### src/sv/aps_pkg.sv
// ----------------------------------------------------------------------------
// Aligned pulse scheduler package
// Shared widths, constants, register indexes and sequencer states.
// ----------------------------------------------------------------------------
package aps_pkg;

    localparam int unsigned NS_W      = 30;
    localparam int unsigned CFG_IDX_W = 2;
    localparam int unsigned CNT_W     = 5;

    localparam logic [NS_W:0] NS_PER_SECOND = (NS_W + 1)'(1000000000);

    localparam logic [NS_W-1:0] PULSE_INTERVAL_RESET = NS_W'(1000000000);
    localparam logic [NS_W-1:0] FIRE_WINDOW_RESET    = '0;

    // Configuration register indexes.
    localparam logic [CFG_IDX_W-1:0] REG_PULSE_INTERVAL = CFG_IDX_W'(0);
    localparam logic [CFG_IDX_W-1:0] REG_FIRE_WINDOW    = CFG_IDX_W'(1);

    typedef enum logic [1:0] {
        ST_IDLE,
        ST_DIVIDE,
        ST_GRID,
        ST_COMMIT
    } aps_state_t;

endpackage

### src/sv/aligned_pulse_scheduler_unit.sv
// ----------------------------------------------------------------------------
// Aligned pulse scheduler
// Decides per timestamp item whether a grid-aligned pulse is due and
// reschedules the next pulse time.
// ----------------------------------------------------------------------------
// Each input item is a nanosecond-of-second sample. A sample that is still
// before the scheduled pulse time and has not wrapped below the previous
// sample is ignored: the result reports fire = 0 and the unchanged pulse time.
// Such an item goes from the accept step straight to the commit of the result.
// Any other sample fires if it is no later than the pulse time plus the fire
// window, and the block then moves the pulse time to the next multiple of
// pulse_interval above the sample, wrapping to zero at one second. That
// item is accepted, loads the restoring remainder unit, runs through that
// unit (one quotient bit per cycle), waits for its done flag, forms the grid
// point and commits the result. The next item can be taken once the result
// is committed. A stalled output register holds the item in the commit
// state until the register is free. The next grid point is built as
// sample - (sample mod interval) + interval, so no multiplier is needed.
// An interval of zero schedules the pulse at zero.
// The block takes one item at a time and holds in_stall high until the
// current item is committed; a finished result waits in an output register
// while the next item is accepted. Configuration writes are always ready and
// are meant to happen only while the block is idle.
module aligned_pulse_scheduler_unit
    import aps_pkg::*;
(
    input  logic                 clk,
    input  logic                 rst_n,
    // Configuration write channel
    input  logic                 cfg_valid,
    output logic                 cfg_ready,
    input  logic [CFG_IDX_W-1:0] cfg_index,
    input  logic [NS_W-1:0]      cfg_data,
    // Sample input channel
    input  logic                 in_valid,
    output logic                 in_stall,
    input  logic [NS_W-1:0]      sample_ns,
    // Result output channel
    output logic                 out_valid,
    input  logic                 out_stall,
    output logic                 fire,
    output logic [NS_W-1:0]      next_pulse_ns
);

    aps_state_t state_reg, state_next;

    logic [NS_W-1:0] interval_reg, interval_next;
    logic [NS_W-1:0] window_reg, window_next;
    logic [NS_W-1:0] pulse_time_reg, pulse_time_next;
    logic [NS_W-1:0] last_sample_reg, last_sample_next;

    logic [NS_W-1:0] sample_reg, sample_next;
    logic            ignore_reg, ignore_next;
    logic            fire_item_reg, fire_item_next;
    logic [NS_W-1:0] grid_reg, grid_next;

    logic            out_valid_reg, out_valid_next;
    logic            out_fire_reg, out_fire_next;
    logic [NS_W-1:0] out_pulse_reg, out_pulse_next;

    logic            divide_entry_reg;
    logic            div_done;
    logic [NS_W-1:0] div_rem;

    logic            in_accept;
    logic            out_free;
    logic [NS_W:0]   fire_limit;
    logic [NS_W:0]   grid_sum;

    aps_rem_unit u_rem (
        .clk       (clk),
        .rst_n     (rst_n),
        .start     (divide_entry_reg),
        .dividend  (sample_reg),
        .divisor   (interval_reg),
        .done      (div_done),
        .remainder (div_rem)
    );

    assign cfg_ready = 1'b1;
    assign in_stall  = (state_reg != ST_IDLE);
    assign in_accept = in_valid && !in_stall;
    assign out_free  = !out_valid_reg || !out_stall;

    // The fire limit is formed one bit wider so it cannot wrap.
    assign fire_limit = {1'b0, pulse_time_reg} + {1'b0, window_reg};

    // Next multiple strictly above the sample; the remainder is at most the
    // sample, so the difference never borrows.
    assign grid_sum = {1'b0, sample_reg} - {1'b0, div_rem} + {1'b0, interval_reg};

    // Configuration registers.
    always_comb
    begin
        interval_next = interval_reg;
        window_next   = window_reg;
        if (cfg_valid && cfg_ready)
        begin
            unique case (cfg_index)
                REG_PULSE_INTERVAL: interval_next = cfg_data;
                REG_FIRE_WINDOW:    window_next   = cfg_data;
                default:            ;
            endcase
        end
    end

    // Sequencer.
    always_comb
    begin
        state_next       = state_reg;
        sample_next      = sample_reg;
        ignore_next      = ignore_reg;
        fire_item_next   = fire_item_reg;
        grid_next        = grid_reg;
        pulse_time_next  = pulse_time_reg;
        last_sample_next = last_sample_reg;
        out_valid_next   = out_valid_reg && out_stall;
        out_fire_next    = out_fire_reg;
        out_pulse_next   = out_pulse_reg;

        unique case (state_reg)
            ST_IDLE:
            begin
                if (in_accept)
                begin
                    sample_next    = sample_ns;
                    ignore_next    = (sample_ns < pulse_time_reg) &&
                                     (sample_ns >= last_sample_reg);
                    fire_item_next = ({1'b0, sample_ns} <= fire_limit);
                    if ((sample_ns < pulse_time_reg) && (sample_ns >= last_sample_reg))
                    begin
                        state_next = ST_COMMIT;
                    end
                    else
                    begin
                        state_next = ST_DIVIDE;
                    end
                end
            end
            ST_DIVIDE:
            begin
                // The unit is started on entry and reports done once its last bit step is through.
                if (div_done)
                begin
                    state_next = ST_GRID;
                end
            end
            ST_GRID:
            begin
                if ((interval_reg == '0) || (grid_sum >= NS_PER_SECOND))
                begin
                    grid_next = '0;
                end
                else
                begin
                    grid_next = grid_sum[NS_W-1:0];
                end
                state_next = ST_COMMIT;
            end
            ST_COMMIT:
            begin
                if (out_free)
                begin
                    out_valid_next = 1'b1;
                    if (ignore_reg)
                    begin
                        out_fire_next  = 1'b0;
                        out_pulse_next = pulse_time_reg;
                    end
                    else
                    begin
                        out_fire_next    = fire_item_reg;
                        out_pulse_next   = grid_reg;
                        pulse_time_next  = grid_reg;
                        last_sample_next = (sample_reg > grid_reg) ? grid_reg : sample_reg;
                    end
                    state_next = ST_IDLE;
                end
            end
            default:
            begin
                state_next = ST_IDLE;
            end
        endcase
    end

    // Kick the remainder unit in the first cycle of the divide state, once the
    // sample register holds the accepted sample.
    always_ff @(posedge clk or negedge rst_n)
    begin
        if (!rst_n)
        begin
            divide_entry_reg <= 1'b0;
        end
        else
        begin
            divide_entry_reg <= (state_reg != ST_DIVIDE) && (state_next == ST_DIVIDE);
        end
    end

    always_ff @(posedge clk or negedge rst_n)
    begin
        if (!rst_n)
        begin
            state_reg       <= ST_IDLE;
            interval_reg    <= PULSE_INTERVAL_RESET;
            window_reg      <= FIRE_WINDOW_RESET;
            pulse_time_reg  <= '0;
            last_sample_reg <= '0;
            out_valid_reg   <= 1'b0;
        end
        else
        begin
            state_reg       <= state_next;
            interval_reg    <= interval_next;
            window_reg      <= window_next;
            pulse_time_reg  <= pulse_time_next;
            last_sample_reg <= last_sample_next;
            out_valid_reg   <= out_valid_next;
        end
    end

    always_ff @(posedge clk)
    begin
        sample_reg    <= sample_next;
        ignore_reg    <= ignore_next;
        fire_item_reg <= fire_item_next;
        grid_reg      <= grid_next;
        out_fire_reg  <= out_fire_next;
        out_pulse_reg <= out_pulse_next;
    end

    assign out_valid     = out_valid_reg;
    assign fire          = out_fire_reg;
    assign next_pulse_ns = out_pulse_reg;

endmodule

### src/sv/aps_rem_unit.sv
// ----------------------------------------------------------------------------
// Aligned pulse scheduler remainder unit
// Restoring divider that produces dividend modulo divisor, one bit a cycle.
// ----------------------------------------------------------------------------
module aps_rem_unit
    import aps_pkg::*;
(
    input  logic            clk,
    input  logic            rst_n,
    input  logic            start,
    input  logic [NS_W-1:0] dividend,
    input  logic [NS_W-1:0] divisor,
    output logic            done,
    output logic [NS_W-1:0] remainder
);

    logic            busy_reg, busy_next;
    logic            done_reg, done_next;
    logic [CNT_W-1:0] cnt_reg, cnt_next;
    logic [NS_W-1:0] shift_reg, shift_next;
    logic [NS_W-1:0] rem_reg, rem_next;
    logic [NS_W-1:0] divisor_reg, divisor_next;

    logic [NS_W:0] trial;
    logic [NS_W:0] diff;

    // The partial remainder stays below the divisor, so the shifted trial
    // value fits in one extra bit.
    assign trial = {rem_reg, shift_reg[NS_W-1]};
    assign diff  = trial - {1'b0, divisor_reg};

    always_comb
    begin
        busy_next    = busy_reg;
        done_next    = 1'b0;
        cnt_next     = cnt_reg;
        shift_next   = shift_reg;
        rem_next     = rem_reg;
        divisor_next = divisor_reg;
        if (start)
        begin
            busy_next    = 1'b1;
            cnt_next     = '0;
            shift_next   = dividend;
            rem_next     = '0;
            divisor_next = divisor;
        end
        else if (busy_reg)
        begin
            shift_next = {shift_reg[NS_W-2:0], 1'b0};
            if (trial >= {1'b0, divisor_reg})
            begin
                rem_next = diff[NS_W-1:0];
            end
            else
            begin
                rem_next = trial[NS_W-1:0];
            end
            cnt_next = cnt_reg + CNT_W'(1);
            if (cnt_reg == CNT_W'(NS_W - 1))
            begin
                busy_next = 1'b0;
                done_next = 1'b1;
            end
        end
    end

    always_ff @(posedge clk or negedge rst_n)
    begin
        if (!rst_n)
        begin
            busy_reg <= 1'b0;
            done_reg <= 1'b0;
            cnt_reg  <= '0;
        end
        else
        begin
            busy_reg <= busy_next;
            done_reg <= done_next;
            cnt_reg  <= cnt_next;
        end
    end

    always_ff @(posedge clk)
    begin
        shift_reg   <= shift_next;
        rem_reg     <= rem_next;
        divisor_reg <= divisor_next;
    end

    assign done      = done_reg;
    assign remainder = rem_reg;

endmodule

### config.mk
export PLATFORM = sky130hd
export DESIGN_NAME = aligned_pulse_scheduler_unit
export DESIGN_NICKNAME = d
export VERILOG_FILES = /design/src/sv/aps_pkg.sv /design/src/sv/aligned_pulse_scheduler_unit.sv /design/src/sv/aps_rem_unit.sv
export SDC_FILE = /design/constraint.sdc
export NUM_CORES = 1
export LEC_CHECK = 0
export BUFFER_PORTS_ARGS = -buffer_cell sky130_fd_sc_hd__buf_2
export CORE_AREA = 10 10 137 265
export CTS_CLUSTER_DIAMETER = 50
export DETAILED_ROUTE_END_ITERATION = 12
export DIE_AREA = 0 0 147 275
export PLACE_DENSITY = 0.84
export SLEW_MARGIN = 20
export SYNTH_ARGS = -nofsm -noshare
export SYNTH_HDL_FRONTEND = slang
export SYNTH_HIERARCHICAL = 1
export SYNTH_SLANG_ARGS = --single-unit
### constraint.sdc
create_clock -name clk -period 7.4 [get_ports clk]
set_input_delay 0.37 -clock clk [delete_from_list [all_inputs] [get_ports clk]]
set_output_delay 0.37 -clock clk [all_outputs]
set_load 0.01 [all_outputs]
==> results.toml, run 1 <==
[logic_synthesis]
synth_compound_area_share_pct = 17.0
yosys-top-cells-area = "edfxtp_1, dfrtp_1, ha_1"
synthArstFlopShare_pct = 41.7
ys_warn_count = 6
avgSynthCellArea_um2 = 9.93
synth_xor_area_share_pct = 3.61
syn-num-nets = 2385
synth_top_family_by_area = "compound AO/OA/AOI/OAI gates"
synth_top_area_cell = "edfxtp_1"
seq_area_frac_synth_pct = 41.2
synth_seq_cells = 314
synth_mux_area_share_pct = 5.83
synth.top_cell.area_share_pct = 22.3
ys.flop_type = "edfxtp_1"
synth_edf_count = 153
syn_area_um2 = 20600
synthSimpleGateAreaFrac_pct = 10.2
synth_adder_area_share_pct = 16.0
synthDistinctLibCells = 83
netlist_instances = 2074

[detailed_routing]
num_vias = 16000
wirelength_um = 56900
routedWlPerCell_um = 21.8
drt_iter0_drc = 999
drc = 0
first_pass_iters = 5
ant_nets = 0
viasPerCell = 6.14

[sta]
hold_violations = 0
finalSetupViolations = 0
clock-skew-final_ns = 0.0248
finalSetupTns_ns = 0
tightestPinTransition_ns = 1.12
slew_violations = 0
relSlewSlack_pct = 24.4
min_period_ns = 4.72
finalCritPeriodShare_pct = 63.8
rsz0062_at_grt = "false"
max_freq_mhz = 212

[global_route]
grt_pass1_wl_um = 89400
grt_usage_pct = 27.9
antenna_found_initial = 0
grt_pass1_vias = 17000
overflow = 0
grt_max_degree = 94

[final_layout]
final_nets = 2470
final_area_um2 = 22600
layout-area-overhead-vs-synth_pct = 9.64
register_area_um2 = 8490
multi_input_area_um2 = 10900
diodes = 0
fin_cells = 2609
nFillCells = 2321
drive_gt1_share_pct = 12.8
final_core_util_pct = 70.6

[critical_path]
max_stage_delay_ns = 0.66
r2r_cells = 16
cp.arrival_ns = 5.13
crit_chain = "ha_1 -> a211oi_1 -> o21bai_1 -> a211oi_1 -> nor4_1 -> o21ai_0 -> a21oi_1 -> o21a_1 -> a2111oi_0 -> nor3_1 -> xnor2_1 -> ha_1 -> nand3_1 -> nor4_1 -> a211oi_1 -> o211ai_1"
r2r_start = "window_reg[1]$_DFFE_PN0P_"
crit_slowest_cell = "o21ai_0"
crit_top_cell = "a211oi_1"
cp.buffers_inverters = 0
critPathCaptureType = "flop"
critPathTopFamily = "compound AO/OA/AOI/OAI gates"
cp.required_ns = 7.81
setup.worst_path.start = "window_reg[1]$_DFFE_PN0P_"
path_max_fanout = 3
start_kind = "flop"
path_class = "reg -> reg"
cp.depth = 16

[cts]
clkLatencyLatePin_ns = 0.58
cts_resized = 0
cts_tree = "built"
cts_buffers = 29
cts-htree-levels = 1
cts-root-buf = "clkbuf_16"
clock-sinks = 314
clock_path_buffers = 3
clk_pin_slew_ns = 0.07

[die]
io_pins = 101
die_w_um = 147
initial_core_util_pct = 64.4
die_area_um2 = 40400
fp.dieH_um = 275
core_um2 = 32000
rows = 93

[pwr]
finalPower_w = 0.0115
ir_drop_uv = 465
power-per-cell-area_nw_per_um2 = 510
p_leak_nw = 10.3

[min_path]
worstHoldPathCells = 3
hold_start = "out_stall"
hold_class = "in -> reg"

[placed_design]
postPlaceCellArea_um2 = 21600
place_congestion = 0.927
hpwl_um = 44400
portBuffers = 99
dp_cells = 2552

[status]
status = "complete, no violations"

[run]
maxCapViolCount = 0
cell type report:
cell class	count	share of cell area (%)
multi-input combinational	1435	48.4
sequential	314	37.6
timing repair buffer	118	2.95
clock buffer	40	3.57
tap	427	2.37
inverter	261	4.34
clock inverter	14	0.776
kinds of logic (layout without fill, tap and decap cells):
kind of cell / Yosys count / count (layout)
flip-flops: 314 / 314
adder cells (fa/ha/maj): 244 / 244
XOR/XNOR: 84 / 84
AO/OA/AOI/OAI: 552 / 552
AND/OR/NAND/NOR: 442 / 442
multiplexers: 112 / 112
buffers and inverters: 325 / 433
other: 1 / 1
final timing paths:
check / to / slack, ns
worst max-delay path: fire_item_reg$_DFFE_PP_ / 2.68
worst min-delay path: out_valid$_DFF_PN0_ / 0.04
worst max register to register: fire_item_reg$_DFFE_PP_ / 2.68
worst min register to register: u_rem/divisor_reg[8]$_DFFE_PP_ / 0.47
max in group asynchronous: last_sample_reg[27]$_DFFE_PN0P_ / 5.67
min in group asynchronous: window_reg[3]$_DFFE_PN0P_ / 0.40
cells in the final DEF (no fill, tap or decap), types with 13 or more instances in the layout:
cell	Yosys	final
inv_1	261	261
ha_1	212	212
a21oi_1	173	172
nand2_1	157	157
edfxtp_1	153	153
o21ai_0	139	139
dfrtp_1	118	117
nor2_1	110	109
buf_2	6	98
mux2_2	64	64
a21o_1	60	60
mux2i_1	48	48
xor2_1	45	45
xnor2_1	38	38
nand4_1	32	32
fa_1	32	32
dfxtp_1	30	30
clkbuf_16	0	29
a211oi_1	25	25
o21a_1	24	24
nand3_1	22	22
nor2b_1	23	21
nand2b_1	21	21
nor3_1	20	20
o21bai_1	15	15
o211ai_1	15	15
o31ai_1	16	15
buf_4	1	15
nor4_1	13	13
dfstp_2	13	13
synthesized netlist by cell type (all sizes together), types with 4 or more instances:
cell      n
a211o     4
a211oi   26
a21boi   10
a21o     60
a21oi   183
a311oi    4
a31oi     8
a32oi     5
and2      6
and3      9
and4      4
buf      15
clkbuf   49
dfrtp   118
dfstp    13
dfxtp    30
edfxtp  153
fa       32
ha      212
inv     261
mux2     64
mux2i    48
nand2   157
nand2b   21
nand3    24
nand4    32
nor2    110
nor2b    23
nor3     22
nor3b     6
nor4     13
o211ai   15
o21a     24
o21ai   142
o21bai   17
o311ai    6
o31ai    19
xnor2    39
xor2     45
power breakdown:
part           leakage, nW  switching, W  total (W)  internal (W)
Sequential            3.23      0.000409    0.00304       0.00263
Clock                0.473      0.000693    0.00157      0.000875
Combinational         6.59       0.00418    0.00690       0.00273
Total                 10.3       0.00528     0.0115       0.00623
worst min-delay path, cell delays in order:
cell and delay (ns):
buf_2 0.11, nand2_1 0.05, nand2_1 0.05
through the flow:
step | worst slack [ns] | hold WS, ns
after floorplan | 3.52 | 0.0744
after global placement | 2.61 | 0.450
after detailed placement | 2.48 | 0.445
after CTS | 2.44 | 0.0155
after global routing | 2.44 | 0.0341
final | 2.68 | 0.0362
layer usage:
layer / track usage [%] / share of wire [%]
met4: 18.0 / 6.8
met2: 51.5 / 53
met5: 0 / 0
met1: 29.5 / 36
met3: 3.03 / 4.7
what timing repair did:
action                                 in CTS  in global routing
hold buffers                                2                  0
endpoints found under the hold margin      66                  0
buffers inserted                            0                  0
Power figures use the tool's default switching activity.
==> run 2, diff against run 1 <==
- CORE_AREA: 10 10 137 265 -> 10 10 146 282
- DIE_AREA: 0 0 147 275 -> 0 0 156 292
- PLACE_DENSITY: 0.84 -> 0.78
- clock period: 7.4 -> 3.84 ns (I/O delays scaled with it)
==> results.toml, run 2 (same netlist as run 1, synthesis figures left out) <==
[sta]
holdWs_ns = 0.223
setup_ws_ns = -0.385
rsz0062_at_grt = "true"
relSlewSlack_pct = 30.1
finalCritPeriodShare_pct = 110
clock-skew-final_ns = 0.0385
slew_violations = 0
min_period_ns = 4.23
tightestPinTransition_ns = 1.05
finalSetupViolations = 31
hold_violations = 0
max_freq_mhz = 237

[global_route]
grt_max_degree = 78
grt_pass1_vias = 19300
antenna_found_initial = 1
overflow = 0
grt_usage_pct = 28.6
grt_pass1_wl_um = 103000

[placed_design]
postPlaceCellArea_um2 = 23300
place_congestion = 0.967
hpwl_um = 46400
portBuffers = 99

[status]
status = "finished, violations left"
violations = "setup timing"

[critical_path]
r2r_slack_ns = -0.39
cp.arrival_ns = 4.67
path_class = "reg -> reg"
rr_endpoint = "grid_reg[10]$_SDFFCE_PP0P_"
start_kind = "flop"
r2r_cells = 18
r2r_start = "interval_reg[9]$_DFFE_PN1P_"
path_max_fanout = 8
cp.required_ns = 4.28
critPathCaptureType = "flop"

[final_layout]
layout_common_cells = "buf_4, inv_1, ha_1"
layout_commonest_cell = "buf_4"
drive_gt1_share_pct = 26.8
final_area_um2 = 26100
final_nets = 2792
layout-area-overhead-vs-synth_pct = 26.9
final_core_util_pct = 71.5
nFillCells = 2326

[die]
rows = 99
fp.dieH_um = 292
core_um2 = 36500
die_area_um2 = 45600
die_w_um = 156
initial_core_util_pct = 56.4
io_pins = 101

[detailed_routing]
wirelength_um = 67600
ant_nets = 0
routedWlPerCell_um = 22.8
drc = 0
drt_iter0_drc = 1550
first_pass_iters = 6
num_vias = 18200
viasPerCell = 6.14

[cts]
cts_buffers = 29
cts_tree = "built"
cts-root-buf = "clkbuf_16"
clock_path_buffers = 3
clkLatencyLatePin_ns = 0.61
cts-htree-levels = 1
clock-sinks = 314
clk_pin_slew_ns = 0.10

[run]
maxCapViolCount = 0

[min_path]
hold_class = "in -> async"
run 2: what timing repair did:
action | in CTS | in global routing
endpoints found under the hold margin | 161 | 0
setup endpoints to repair | 31 | 31
hold buffers | 63 | 0
cloned | 6 | 0
resized for setup | 152 | 44
pin swaps | 94 | 32
setup buffers | 40 | 7
run 2: layout make-up:
cell class	count	area [µm²]	area share [%]
tap	454	568	2.17
antenna	1	2.50	0.00958
timing repair buffer	440	3400	13.0
sequential	314	8490	32.5
clock inverter	20	148	0.565
multi-input combinational	1435	11700	44.9
inverter	261	980	3.75
clock buffer	34	807	3.09
run 2: critical path, cell delays in order, from the launching register on:
cell       delay (ns)
dfstp_2          0.55
inv_2            0.05
fa_1             0.55
inv_2            0.07
ha_4             0.31
nand3_2          0.10
o211ai_1         0.27
buf_4            0.19
nor2_4           0.04
buf_6            0.11
o31ai_4          0.09
a21oi_2          0.13
xor2_2           0.33
o2111ai_4        0.27
a311oi_2         0.34
o41ai_4          0.13
buf_6            0.17
buf_12           0.16
a21boi_2         0.23
run 2: worst max path at each step:
stage | startpoint | endpoint | slack (ns) | depth (start not counted)
after floorplan | interval_reg[9]$_DFFE_PN1P_ | grid_reg[24]$_SDFFCE_PP0P_ | 0.06 | 15
after global placement | window_reg[1]$_DFFE_PN0P_ | fire_item_reg$_DFFE_PP_ | -0.44 | 17
after detailed placement | pulse_time_reg[1]$_DFFE_PN0P_ | fire_item_reg$_DFFE_PP_ | -0.49 | 17
after CTS | pulse_time_reg[0]$_DFFE_PN0P_ | fire_item_reg$_DFFE_PP_ | -0.10 | 18
after global routing | interval_reg[9]$_DFFE_PN1P_ | grid_reg[10]$_SDFFCE_PP0P_ | -0.52 | 18
final | interval_reg[9]$_DFFE_PN1P_ | grid_reg[10]$_SDFFCE_PP0P_ | -0.39 | 18
run 2: through the flow:
stage	setup WS [ns]	setup TNS, ns	cells
after detailed placement	-0.486	-8.96	2794
after global routing	-0.517	-13.63	2959
after floorplan	0.0575	0	2074
final	-0.385	-9.71	2959
after global placement	-0.445	-6.89	2794
after CTS	-0.100	-2.01	2953
run 2: layer usage:
metal | track usage [%] | wire, µm | vias up
met4 | 22.4 | 6190 | 0
met3 | 3.27 | 3950 | 325
met1 | 29.2 | 22600 | 8788
met5 | 0 | 0 | -
li1 | - | - | 8134
met2 | 51.4 | 34800 | 924
Power of run 2 is not shown: default switching activity piles up to over one toggle a cycle in this logic, so the estimate is an artifact.
